## src/rtl/ewrm_pkg.sv

```systemverilog
// package: widths, payload types, register codes and sequencer states for the rpm meter
`timescale 1ns / 1ps

package ewrm_pkg;

    // field widths
    localparam int TimeW    = 16;
    localparam int CountW   = 16;
    localparam int CntBits  = 16;            // encoder counter width used for differences
    localparam int PeriodW  = 16;
    localparam int PprW     = 12;
    localparam int GearW    = 8;
    localparam int RpmW     = 32;
    localparam int CfgDataW = 16;

    // microseconds per minute
    localparam int UsMinW = 26;
    localparam logic [UsMinW-1:0] UsPerMinute = 26'd60000000;

    // datapath widths
    localparam int RateW   = CntBits + UsMinW;   // dc * 60e6
    localparam int NumW    = RateW + GearW;      // rate * ratio numerator
    localparam int DenW    = PprW + TimeW;       // pulses_per_rev * dt
    localparam int DivCntW = $clog2(NumW);

    // register reset values
    localparam logic [PeriodW-1:0] PeriodReset = 16'd2000;
    localparam logic [PprW-1:0]    PprReset    = 12'd600;
    localparam logic [GearW-1:0]   EncGearReset   = 8'd9;
    localparam logic [GearW-1:0]   WheelGearReset = 8'd108;

    typedef enum logic [1:0] {
        CFG_SAMPLE_PERIOD = 2'd0,
        CFG_PULSES_PER_REV = 2'd1,
        CFG_ENCODER_GEAR = 2'd2,
        CFG_WHEEL_GEAR = 2'd3
    } cfg_index_t;

    typedef struct packed {
        logic [TimeW-1:0]  now_us;
        logic [CountW-1:0] enc_count;
    } in_item_t;

    typedef struct packed {
        logic [RpmW-1:0] wheel_rpm;
        logic            sampled;
    } out_item_t;

    typedef struct packed {
        logic [PeriodW-1:0] sample_period_us;
        logic [PprW-1:0]    pulses_per_rev;
        logic [GearW-1:0]   ratio_num;
        logic [GearW-1:0]   ratio_den;
    } cfg_regs_t;

    typedef enum logic [2:0] {
        ST_IDLE,
        ST_PREP,
        ST_LAUNCH1,
        ST_WAIT1,
        ST_SCALE,
        ST_LAUNCH2,
        ST_WAIT2,
        ST_DONE
    } state_t;

endpackage

```

## src/rtl/ewrm_cfg.sv

```systemverilog
// configuration register file of the rpm meter
`timescale 1ns / 1ps

module ewrm_cfg (
    input  logic                           clk,
    input  logic                           rst_n,
    input  logic                           cfg_write,
    input  ewrm_pkg::cfg_index_t           cfg_index,
    input  logic [ewrm_pkg::CfgDataW-1:0]  cfg_data,
    output ewrm_pkg::cfg_regs_t            regs
);
    import ewrm_pkg::*;

    cfg_regs_t regs_reg;
    cfg_regs_t regs_next;

    // register decode
    always_comb
    begin
        regs_next = regs_reg;
        if (cfg_write)
        begin
            unique case (cfg_index)
                CFG_SAMPLE_PERIOD:  regs_next.sample_period_us = cfg_data[PeriodW-1:0];
                CFG_PULSES_PER_REV: regs_next.pulses_per_rev   = cfg_data[PprW-1:0];
                CFG_ENCODER_GEAR:   regs_next.ratio_num        = cfg_data[GearW-1:0];
                CFG_WHEEL_GEAR:     regs_next.ratio_den        = cfg_data[GearW-1:0];
                default:            regs_next = regs_reg;
            endcase
        end
    end

    always_ff @(posedge clk or negedge rst_n)
    begin
        if (!rst_n)
        begin
            regs_reg.sample_period_us <= PeriodReset;
            regs_reg.pulses_per_rev   <= PprReset;
            regs_reg.ratio_num        <= EncGearReset;
            regs_reg.ratio_den        <= WheelGearReset;
        end
        else
        begin
            regs_reg <= regs_next;
        end
    end

    assign regs = regs_reg;

endmodule

```

## src/rtl/ewrm_snap.sv

```systemverilog
// snapshot store: sample timer, two time/count snapshots and their differences
`timescale 1ns / 1ps

module ewrm_snap (
    input  logic                          clk,
    input  logic                          rst_n,
    input  logic                          accept,
    input  ewrm_pkg::in_item_t            item,
    input  logic [ewrm_pkg::PeriodW-1:0]  period,
    output logic                          take,
    output logic [ewrm_pkg::TimeW-1:0]    dt,
    output logic [ewrm_pkg::CntBits-1:0]  dc
);
    import ewrm_pkg::*;

    logic [TimeW-1:0]   last_time_reg,   last_time_next;
    logic [TimeW-1:0]   newest_time_reg, newest_time_next;
    logic [TimeW-1:0]   older_time_reg,  older_time_next;
    logic [CntBits-1:0] newest_cnt_reg,  newest_cnt_next;
    logic [CntBits-1:0] older_cnt_reg,   older_cnt_next;
    logic [TimeW-1:0]   elapsed;

    // sample timer compare, wraps modulo 2^16
    assign elapsed = item.now_us - last_time_reg;
    assign take    = (elapsed >= period);

    // shift newest snapshot to older on a taken sample
    always_comb
    begin
        last_time_next   = last_time_reg;
        newest_time_next = newest_time_reg;
        older_time_next  = older_time_reg;
        newest_cnt_next  = newest_cnt_reg;
        older_cnt_next   = older_cnt_reg;
        if (accept && take)
        begin
            last_time_next   = item.now_us;
            older_time_next  = newest_time_reg;
            older_cnt_next   = newest_cnt_reg;
            newest_time_next = item.now_us;
            newest_cnt_next  = item.enc_count[CntBits-1:0];
        end
    end

    always_ff @(posedge clk or negedge rst_n)
    begin
        if (!rst_n)
        begin
            last_time_reg   <= '0;
            newest_time_reg <= '0;
            older_time_reg  <= '0;
            newest_cnt_reg  <= '0;
            older_cnt_reg   <= '0;
        end
        else
        begin
            last_time_reg   <= last_time_next;
            newest_time_reg <= newest_time_next;
            older_time_reg  <= older_time_next;
            newest_cnt_reg  <= newest_cnt_next;
            older_cnt_reg   <= older_cnt_next;
        end
    end

    // wrap-safe differences
    assign dt = newest_time_reg - older_time_reg;
    assign dc = newest_cnt_reg - older_cnt_reg;

endmodule

```

## src/rtl/ewrm_div.sv

```systemverilog
// bit-serial restoring divider, one quotient bit per cycle
`timescale 1ns / 1ps

module ewrm_div (
    input  logic                        clk,
    input  logic                        rst_n,
    input  logic                        start,
    input  logic [ewrm_pkg::NumW-1:0]   num,
    input  logic [ewrm_pkg::DenW-1:0]   den,
    output logic                        done,
    output logic [ewrm_pkg::NumW-1:0]   quo
);
    import ewrm_pkg::*;

    logic [NumW-1:0]    quo_reg, quo_next;
    logic [DenW-1:0]    rem_reg, rem_next;
    logic [DenW-1:0]    den_reg, den_next;
    logic [DivCntW-1:0] cnt_reg, cnt_next;
    logic               busy_reg, busy_next;
    logic               done_reg, done_next;
    logic [DenW:0]      trial;
    logic [DenW:0]      diff;
    logic               fits;

    // one trial subtraction per cycle
    assign trial = {rem_reg, quo_reg[NumW-1]};
    assign diff  = trial - {1'b0, den_reg};
    assign fits  = (trial >= {1'b0, den_reg});

    always_comb
    begin
        quo_next  = quo_reg;
        rem_next  = rem_reg;
        den_next  = den_reg;
        cnt_next  = cnt_reg;
        busy_next = busy_reg;
        done_next = 1'b0;
        if (start)
        begin
            quo_next  = num;
            rem_next  = '0;
            den_next  = den;
            cnt_next  = '0;
            busy_next = 1'b1;
        end
        else if (busy_reg)
        begin
            rem_next = fits ? diff[DenW-1:0] : trial[DenW-1:0];
            quo_next = {quo_reg[NumW-2:0], fits};
            cnt_next = cnt_reg + 1'b1;
            if (cnt_reg == DivCntW'(NumW - 1))
            begin
                busy_next = 1'b0;
                done_next = 1'b1;
            end
        end
    end

    // control state
    always_ff @(posedge clk or negedge rst_n)
    begin
        if (!rst_n)
        begin
            busy_reg <= 1'b0;
            done_reg <= 1'b0;
            cnt_reg  <= '0;
        end
        else
        begin
            busy_reg <= busy_next;
            done_reg <= done_next;
            cnt_reg  <= cnt_next;
        end
    end

    // shift registers
    always_ff @(posedge clk)
    begin
        quo_reg <= quo_next;
        rem_reg <= rem_next;
        den_reg <= den_next;
    end

    assign done = done_reg;
    assign quo  = quo_reg;

endmodule

```

## src/rtl/encoder_wheel_rpm_meter_core.sv

```systemverilog
// top level of the encoder wheel rpm meter
`timescale 1ns / 1ps

// Wheel rpm meter, counts-per-window method. Each poll transaction carries a
// microsecond timestamp and an encoder count; when the sample period has passed
// the snapshots advance, and every poll returns one result with the wheel rpm
// (saturated at 32 bits, 0 when the time difference or pulses_per_rev is zero)
// and a flag telling whether a snapshot was taken. One poll is handled at a
// time: after acceptance the sequencer forms the products and runs two passes
// through one bit-serial divider of 50 steps each, skipping both when the
// first divisor is zero. The next poll is taken while the finished result still
// waits in the output register. Configuration writes are always ready and must
// only be issued while no poll is in flight.
module encoder_wheel_rpm_meter_core (
    input  logic                          clk,
    input  logic                          rst_n,
    input  logic                          in_valid,
    output logic                          in_stall,
    input  ewrm_pkg::in_item_t            in_data,
    output logic                          out_valid,
    input  logic                          out_stall,
    output ewrm_pkg::out_item_t           out_data,
    input  logic                          cfg_valid,
    output logic                          cfg_ready,
    input  ewrm_pkg::cfg_index_t          cfg_index,
    input  logic [ewrm_pkg::CfgDataW-1:0] cfg_data
);
    import ewrm_pkg::*;

    cfg_regs_t        regs;
    logic             accept;
    logic             take;
    logic [TimeW-1:0] dt;
    logic [CntBits-1:0] dc;
    logic             div_start;
    logic             div_done;
    logic [NumW-1:0]  div_quo;

    state_t           state_reg, state_next;
    logic [NumW-1:0]  num_reg, num_next;
    logic [DenW-1:0]  den_reg, den_next;
    logic [RpmW-1:0]  rpm_reg, rpm_next;
    logic             sampled_reg, sampled_next;
    logic             out_valid_reg, out_valid_next;
    out_item_t        out_data_reg, out_data_next;
    logic [GearW-1:0] wheel_div;

    assign cfg_ready = 1'b1;
    assign in_stall  = (state_reg != ST_IDLE);
    assign accept    = in_valid && !in_stall;
    assign wheel_div = (regs.ratio_den == '0) ? GearW'(1) : regs.ratio_den;

    ewrm_cfg u_cfg (
        .clk       (clk),
        .rst_n     (rst_n),
        .cfg_write (cfg_valid && cfg_ready),
        .cfg_index (cfg_index),
        .cfg_data  (cfg_data),
        .regs      (regs)
    );

    ewrm_snap u_snap (
        .clk    (clk),
        .rst_n  (rst_n),
        .accept (accept),
        .item   (in_data),
        .period (regs.sample_period_us),
        .take   (take),
        .dt     (dt),
        .dc     (dc)
    );

    ewrm_div u_div (
        .clk   (clk),
        .rst_n (rst_n),
        .start (div_start),
        .num   (num_reg),
        .den   (den_reg),
        .done  (div_done),
        .quo   (div_quo)
    );

    // sequencer: products, first division, gear scaling, second division, output load
    always_comb
    begin
        state_next     = state_reg;
        num_next       = num_reg;
        den_next       = den_reg;
        rpm_next       = rpm_reg;
        sampled_next   = sampled_reg;
        out_valid_next = out_valid_reg;
        out_data_next  = out_data_reg;
        div_start      = 1'b0;

        if (out_valid_reg && !out_stall)
        begin
            out_valid_next = 1'b0;
        end

        unique case (state_reg)
            ST_IDLE:
            begin
                if (accept)
                begin
                    sampled_next = take;
                    state_next   = ST_PREP;
                end
            end
            ST_PREP:
            begin
                num_next   = NumW'(RateW'(dc) * RateW'(UsPerMinute));
                den_next   = DenW'(regs.pulses_per_rev) * DenW'(dt);
                state_next = ST_LAUNCH1;
            end
            ST_LAUNCH1:
            begin
                if (den_reg == '0)
                begin
                    rpm_next   = '0;
                    state_next = ST_DONE;
                end
                else
                begin
                    div_start  = 1'b1;
                    state_next = ST_WAIT1;
                end
            end
            ST_WAIT1:
            begin
                if (div_done)
                begin
                    state_next = ST_SCALE;
                end
            end
            ST_SCALE:
            begin
                num_next   = NumW'(div_quo[RateW-1:0]) * NumW'(regs.ratio_num);
                den_next   = DenW'(wheel_div);
                state_next = ST_LAUNCH2;
            end
            ST_LAUNCH2:
            begin
                div_start  = 1'b1;
                state_next = ST_WAIT2;
            end
            ST_WAIT2:
            begin
                if (div_done)
                begin
                    rpm_next   = (|div_quo[NumW-1:RpmW]) ? '1 : div_quo[RpmW-1:0];
                    state_next = ST_DONE;
                end
            end
            ST_DONE:
            begin
                // load the output register once it is free
                if (!out_valid_reg || !out_stall)
                begin
                    out_valid_next          = 1'b1;
                    out_data_next.wheel_rpm = rpm_reg;
                    out_data_next.sampled   = sampled_reg;
                    state_next              = ST_IDLE;
                end
            end
            default:
            begin
                state_next = ST_IDLE;
            end
        endcase
    end

    // control state
    always_ff @(posedge clk or negedge rst_n)
    begin
        if (!rst_n)
        begin
            state_reg     <= ST_IDLE;
            out_valid_reg <= 1'b0;
        end
        else
        begin
            state_reg     <= state_next;
            out_valid_reg <= out_valid_next;
        end
    end

    // datapath registers
    always_ff @(posedge clk)
    begin
        num_reg      <= num_next;
        den_reg      <= den_next;
        rpm_reg      <= rpm_next;
        sampled_reg  <= sampled_next;
        out_data_reg <= out_data_next;
    end

    assign out_valid = out_valid_reg;
    assign out_data  = out_data_reg;

endmodule

```

## config.mk

```make
export PLATFORM = sky130hd
export DESIGN_NAME = encoder_wheel_rpm_meter_core
export DESIGN_NICKNAME = d
export VERILOG_FILES = /design/src/rtl/ewrm_pkg.sv /design/src/rtl/ewrm_cfg.sv /design/src/rtl/ewrm_snap.sv /design/src/rtl/ewrm_div.sv /design/src/rtl/encoder_wheel_rpm_meter_core.sv
export SDC_FILE = /design/constraint.sdc
export NUM_CORES = 2
export LEC_CHECK = 0
export CORE_AREA = 3 3 228 286
export CTS_CLUSTER_DIAMETER = 100
export DETAILED_ROUTE_END_ITERATION = 16
export DIE_AREA = 0 0 231 289
export DONT_BUFFER_PORTS = 1
export HOLD_SLACK_MARGIN = 0.02
export PLACE_DENSITY = 0.86
export SYNTH_ARGS = -nofsm -noshare
export SYNTH_HDL_FRONTEND = slang
export SYNTH_HIERARCHICAL = 1
export SYNTH_SLANG_ARGS = --single-unit
```

## constraint.sdc

```tcl
create_clock -name clk -period 17.05 [get_ports clk]
set_input_delay 0.8525 -clock clk [delete_from_list [all_inputs] [get_ports clk]]
set_output_delay 0.8525 -clock clk [all_outputs]
set_load 0.01 [all_outputs]
```

==> impl_metrics.toml <==
[critical_path]
worstSetupStartpointType = "flip-flop"
worstSetupEndpointType = "flip-flop"
crit_path_max_fanout = 7
most_frequent_cell_on_the_critical_path = "sky130_fd_sc_hd__fa_1"
worstSetupPathType = "flip-flop to flip-flop"
critPathMaxStageDelay_ps = 700
critPathSlowestCell = "sky130_fd_sc_hd__a221oi_1"
required_ps = 17310
critical_path_arrival_ps = 8270

[final_layout]
drive_above_1_share_pct = 6.52
sequential_cell_area_um2 = 10200
antennaDiodeCount = 0
final_core_util_pct = 67.4
num-nets-final = 4964
layout-area-overhead-vs-synth_pct = 4.59
post_layout_nonfiller_instances = 4938
fillCellCount = 4768
multiInputGateArea_um2 = 27100

[floorplanning]
fp.dieArea_um2 = 66800
die-width_um = 231
floorplan.initialDensity_pct = 64.4
io-pin-count = 91
core_area_um2 = 62900
chipHeight_um = 289
placementRows = 103

[yosys]
synth_ff_type = "sky130_fd_sc_hd__edfxtp_1"
yosys_register_bits = 370
sequential_cell_area_fraction_in_the_yosys_report_pct = 25.3
post_synth_inst_count = 4158
syn-cell-area_um2 = 40500
net_count_of_the_mapped_netlist = 5052
syn-mean-instance-area_um2 = 9.75
yosys-top-cells-area = "sky130_fd_sc_hd__fa_1, sky130_fd_sc_hd__edfxtp_1, sky130_fd_sc_hd__ha_1, sky130_fd_sc_hd__dfrtp_1, sky130_fd_sc_hd__inv_1"
synth_enable_flop_cells = 222
synthDistinctLibCells = 93
synth_async_sr_flop_share_pct = 32.4
yosys_top_cell_by_area = "sky130_fd_sc_hd__fa_1"
yosysWarnings = 6
synth_top_cell_area_share_pct = 23.0

[pwr]
max-vdd-ir-drop_uv = 156
design_power_total_w = 0.00497
leakagePower_nw = 20.0
p_per_area_nw_per_um2 = 117

[timing]
fmax_mhz = 125
grt_setup_unrepaired = "no"
worstMarginPinSlew_ps = 1150
slew_violations = 0
layout_min_cycle_time_ps = 8000
slew-limit-headroom_pct = 22.5
fin_setup_tns_ps = 0
hold_violations = 0
setup_violations = 0
timing.final.crit_share_pct = 46.9
final_skew_ps = 39.1

[clock_network]
tritoncts = "built"
h-tree-depth = 2
clk_path_buf_depth = 3
cts_made_buffers = 39
cts.sinks = 370
ctsRootBufferMaster = "sky130_fd_sc_hd__clkbuf_16"
clk-insertion-delay-late_ps = 580
path_clk_slew_ps = 60

[routing]
route.detailed.drc = 0
wire_length_reported_by_the_detailed_router_um = 95700
drtAntennaViolNets = 0
post_drt_wl_per_cell_um = 19.4
detailedRoute.firstPassIterationCount = 6
num_vias = 29800
route.detailed.vias_per_inst = 6.03
iter_0_drt_violations = 2286

[hold_path]
path_type_of_the_worst_min_delay_path = "input pin to asynchronous set/reset pin"

[global_routing]
grt-ovfl-total = 0
largest_net_degree_at_the_start_of_global_routing = 105
antenna_violations_before_repair = 0
first_pass_grt_wire_length_um = 159000
grt.total_usage_pct = 29.5
first_global_vias = 31700

[place]
place_hpwl_um = 71900
io_buffers = 0
dpl.cell_count = 4868
last_weighted_congestion_value_of_the_routability_driven_placer = 1.01

[outcome]
outcome = "completed"

[run]
timing.max_cap.violations = 0
-- layout make-up --
cell class	count	area share [%]
clock buffers	48	2.43
flip-flops and latches	370	24.2
well taps	840	2.48
inverters	671	5.94
clock inverters	21	0.378
repair buffers	29	0.561
multi-input cells	2959	64.0
-- cells in the mapped netlist (all sizes together), types with 72 or more instances --
cell type and n:
a21oi 179, a21o 72, nor2 155, nand3 75, and2 329, mux2 113, edfxtp 222, dfrtp 104
ha 373, clkbuf 131, xnor2 78, inv 671, o21ai 163, fa 466, nand2 398
-- metrics by stage --
step / hold slack (ps) / worst slack [ps] / instance area (µm²)
after floorplan: 400 / 9760 / 40500
after global placement: 400 / 9320 / 41200
after detailed placement: 405 / 9090 / 41200
after CTS: 107 / 9090 / 42400
after global routing: 115 / 8600 / 42400
final: 127 / 9050 / 42400
-- worst max-delay path: cells and delay by family (launching register included) --
| kind | cells | cell delay [ps] |
|---|---|---|
| buf+inv | 4 | 310 |
| flops | 1 | 380 |
| xor+xnor | 2 | 720 |
| simple gates | 3 | 430 |
| mux | 1 | 90 |
| fa+ha+maj | 9 | 3310 |
| compound gates | 10 | 2500 |
-- per-layer routing --
layer  GRT usage, %  wire [µm]
met1           35.3      36200
met2           52.1      48300
met3           5.32       6910
met4           13.1       4380
met5              0          0
-- where the power goes --
part	leakage (nW)	total (W)	switching [W]	internal, W
combinational	15.8	0.00313	0.00188	0.00125
sequential	3.54	0.00103	0.0000572	0.000969
clock	0.587	0.000817	0.000368	0.000449
total	20.0	0.00497	0.00231	0.00266
-- timing repair --
item,in CTS,in global routing
setup buffers,0,0
hold buffers,1,0
hold endpoints to repair,104,0
resized for setup,0,0
-- final timing paths --
kind                       depth (start not counted)                             endpoint                                  from  slack [ps]
max                                               29                num_reg[37]$_DFFE_PP_  u_snap/newest_cnt_reg[0]$_DFFE_PN0P_        9050
min                                                0           u_cfg/regs[37]$_DFFE_PN1P_                                 rst_n         130
max reg2reg                                       29                num_reg[37]$_DFFE_PP_  u_snap/newest_cnt_reg[0]$_DFFE_PN0P_        9050
min reg2reg                                        0                out_data[8]$_DFFE_PP_              rpm_reg[7]$_SDFFCE_PP0P_         410
max in group asynchronous                          1  u_snap/older_cnt_reg[9]$_DFFE_PN0P_                                 rst_n       16410
min in group clk                                   0                out_data[8]$_DFFE_PP_              rpm_reg[7]$_SDFFCE_PP0P_         410
-- cells by family after synthesis --
| group | Yosys count | share of synthesized area (%) |
|---|---|---|
| xor gates and xnor gates | 147 | 3.18 |
| muxes | 139 | 3.92 |
| AOI/OAI and AO/OA | 673 | 10.8 |
| other | 1 | 0.00925 |
| adders and majority gates | 839 | 34.5 |
| DFF | 370 | 25.3 |
| and+or+nand+nor | 1160 | 14.4 |
| buffers and inverters | 829 | 7.86 |
-- cell usage in the layout, fill, tap and decap left out, drive strengths merged, types with 26 or more instances in the layout --
cell,instances
mux2,113
a211oi,31
xnor2,78
nor3,38
nand2,398
ha,373
dfxtp,28
nand3,75
o21ai,163
mux2i,26
nor2,155
a21o,72
and2,329
inv,677
nand4,29
dfrtp,104
o21a,65
a21oi,179
clkbuf,48
edfxtp,222
xor2,69
buf,29
fa,466
Power figures use the tool's default switching activity.
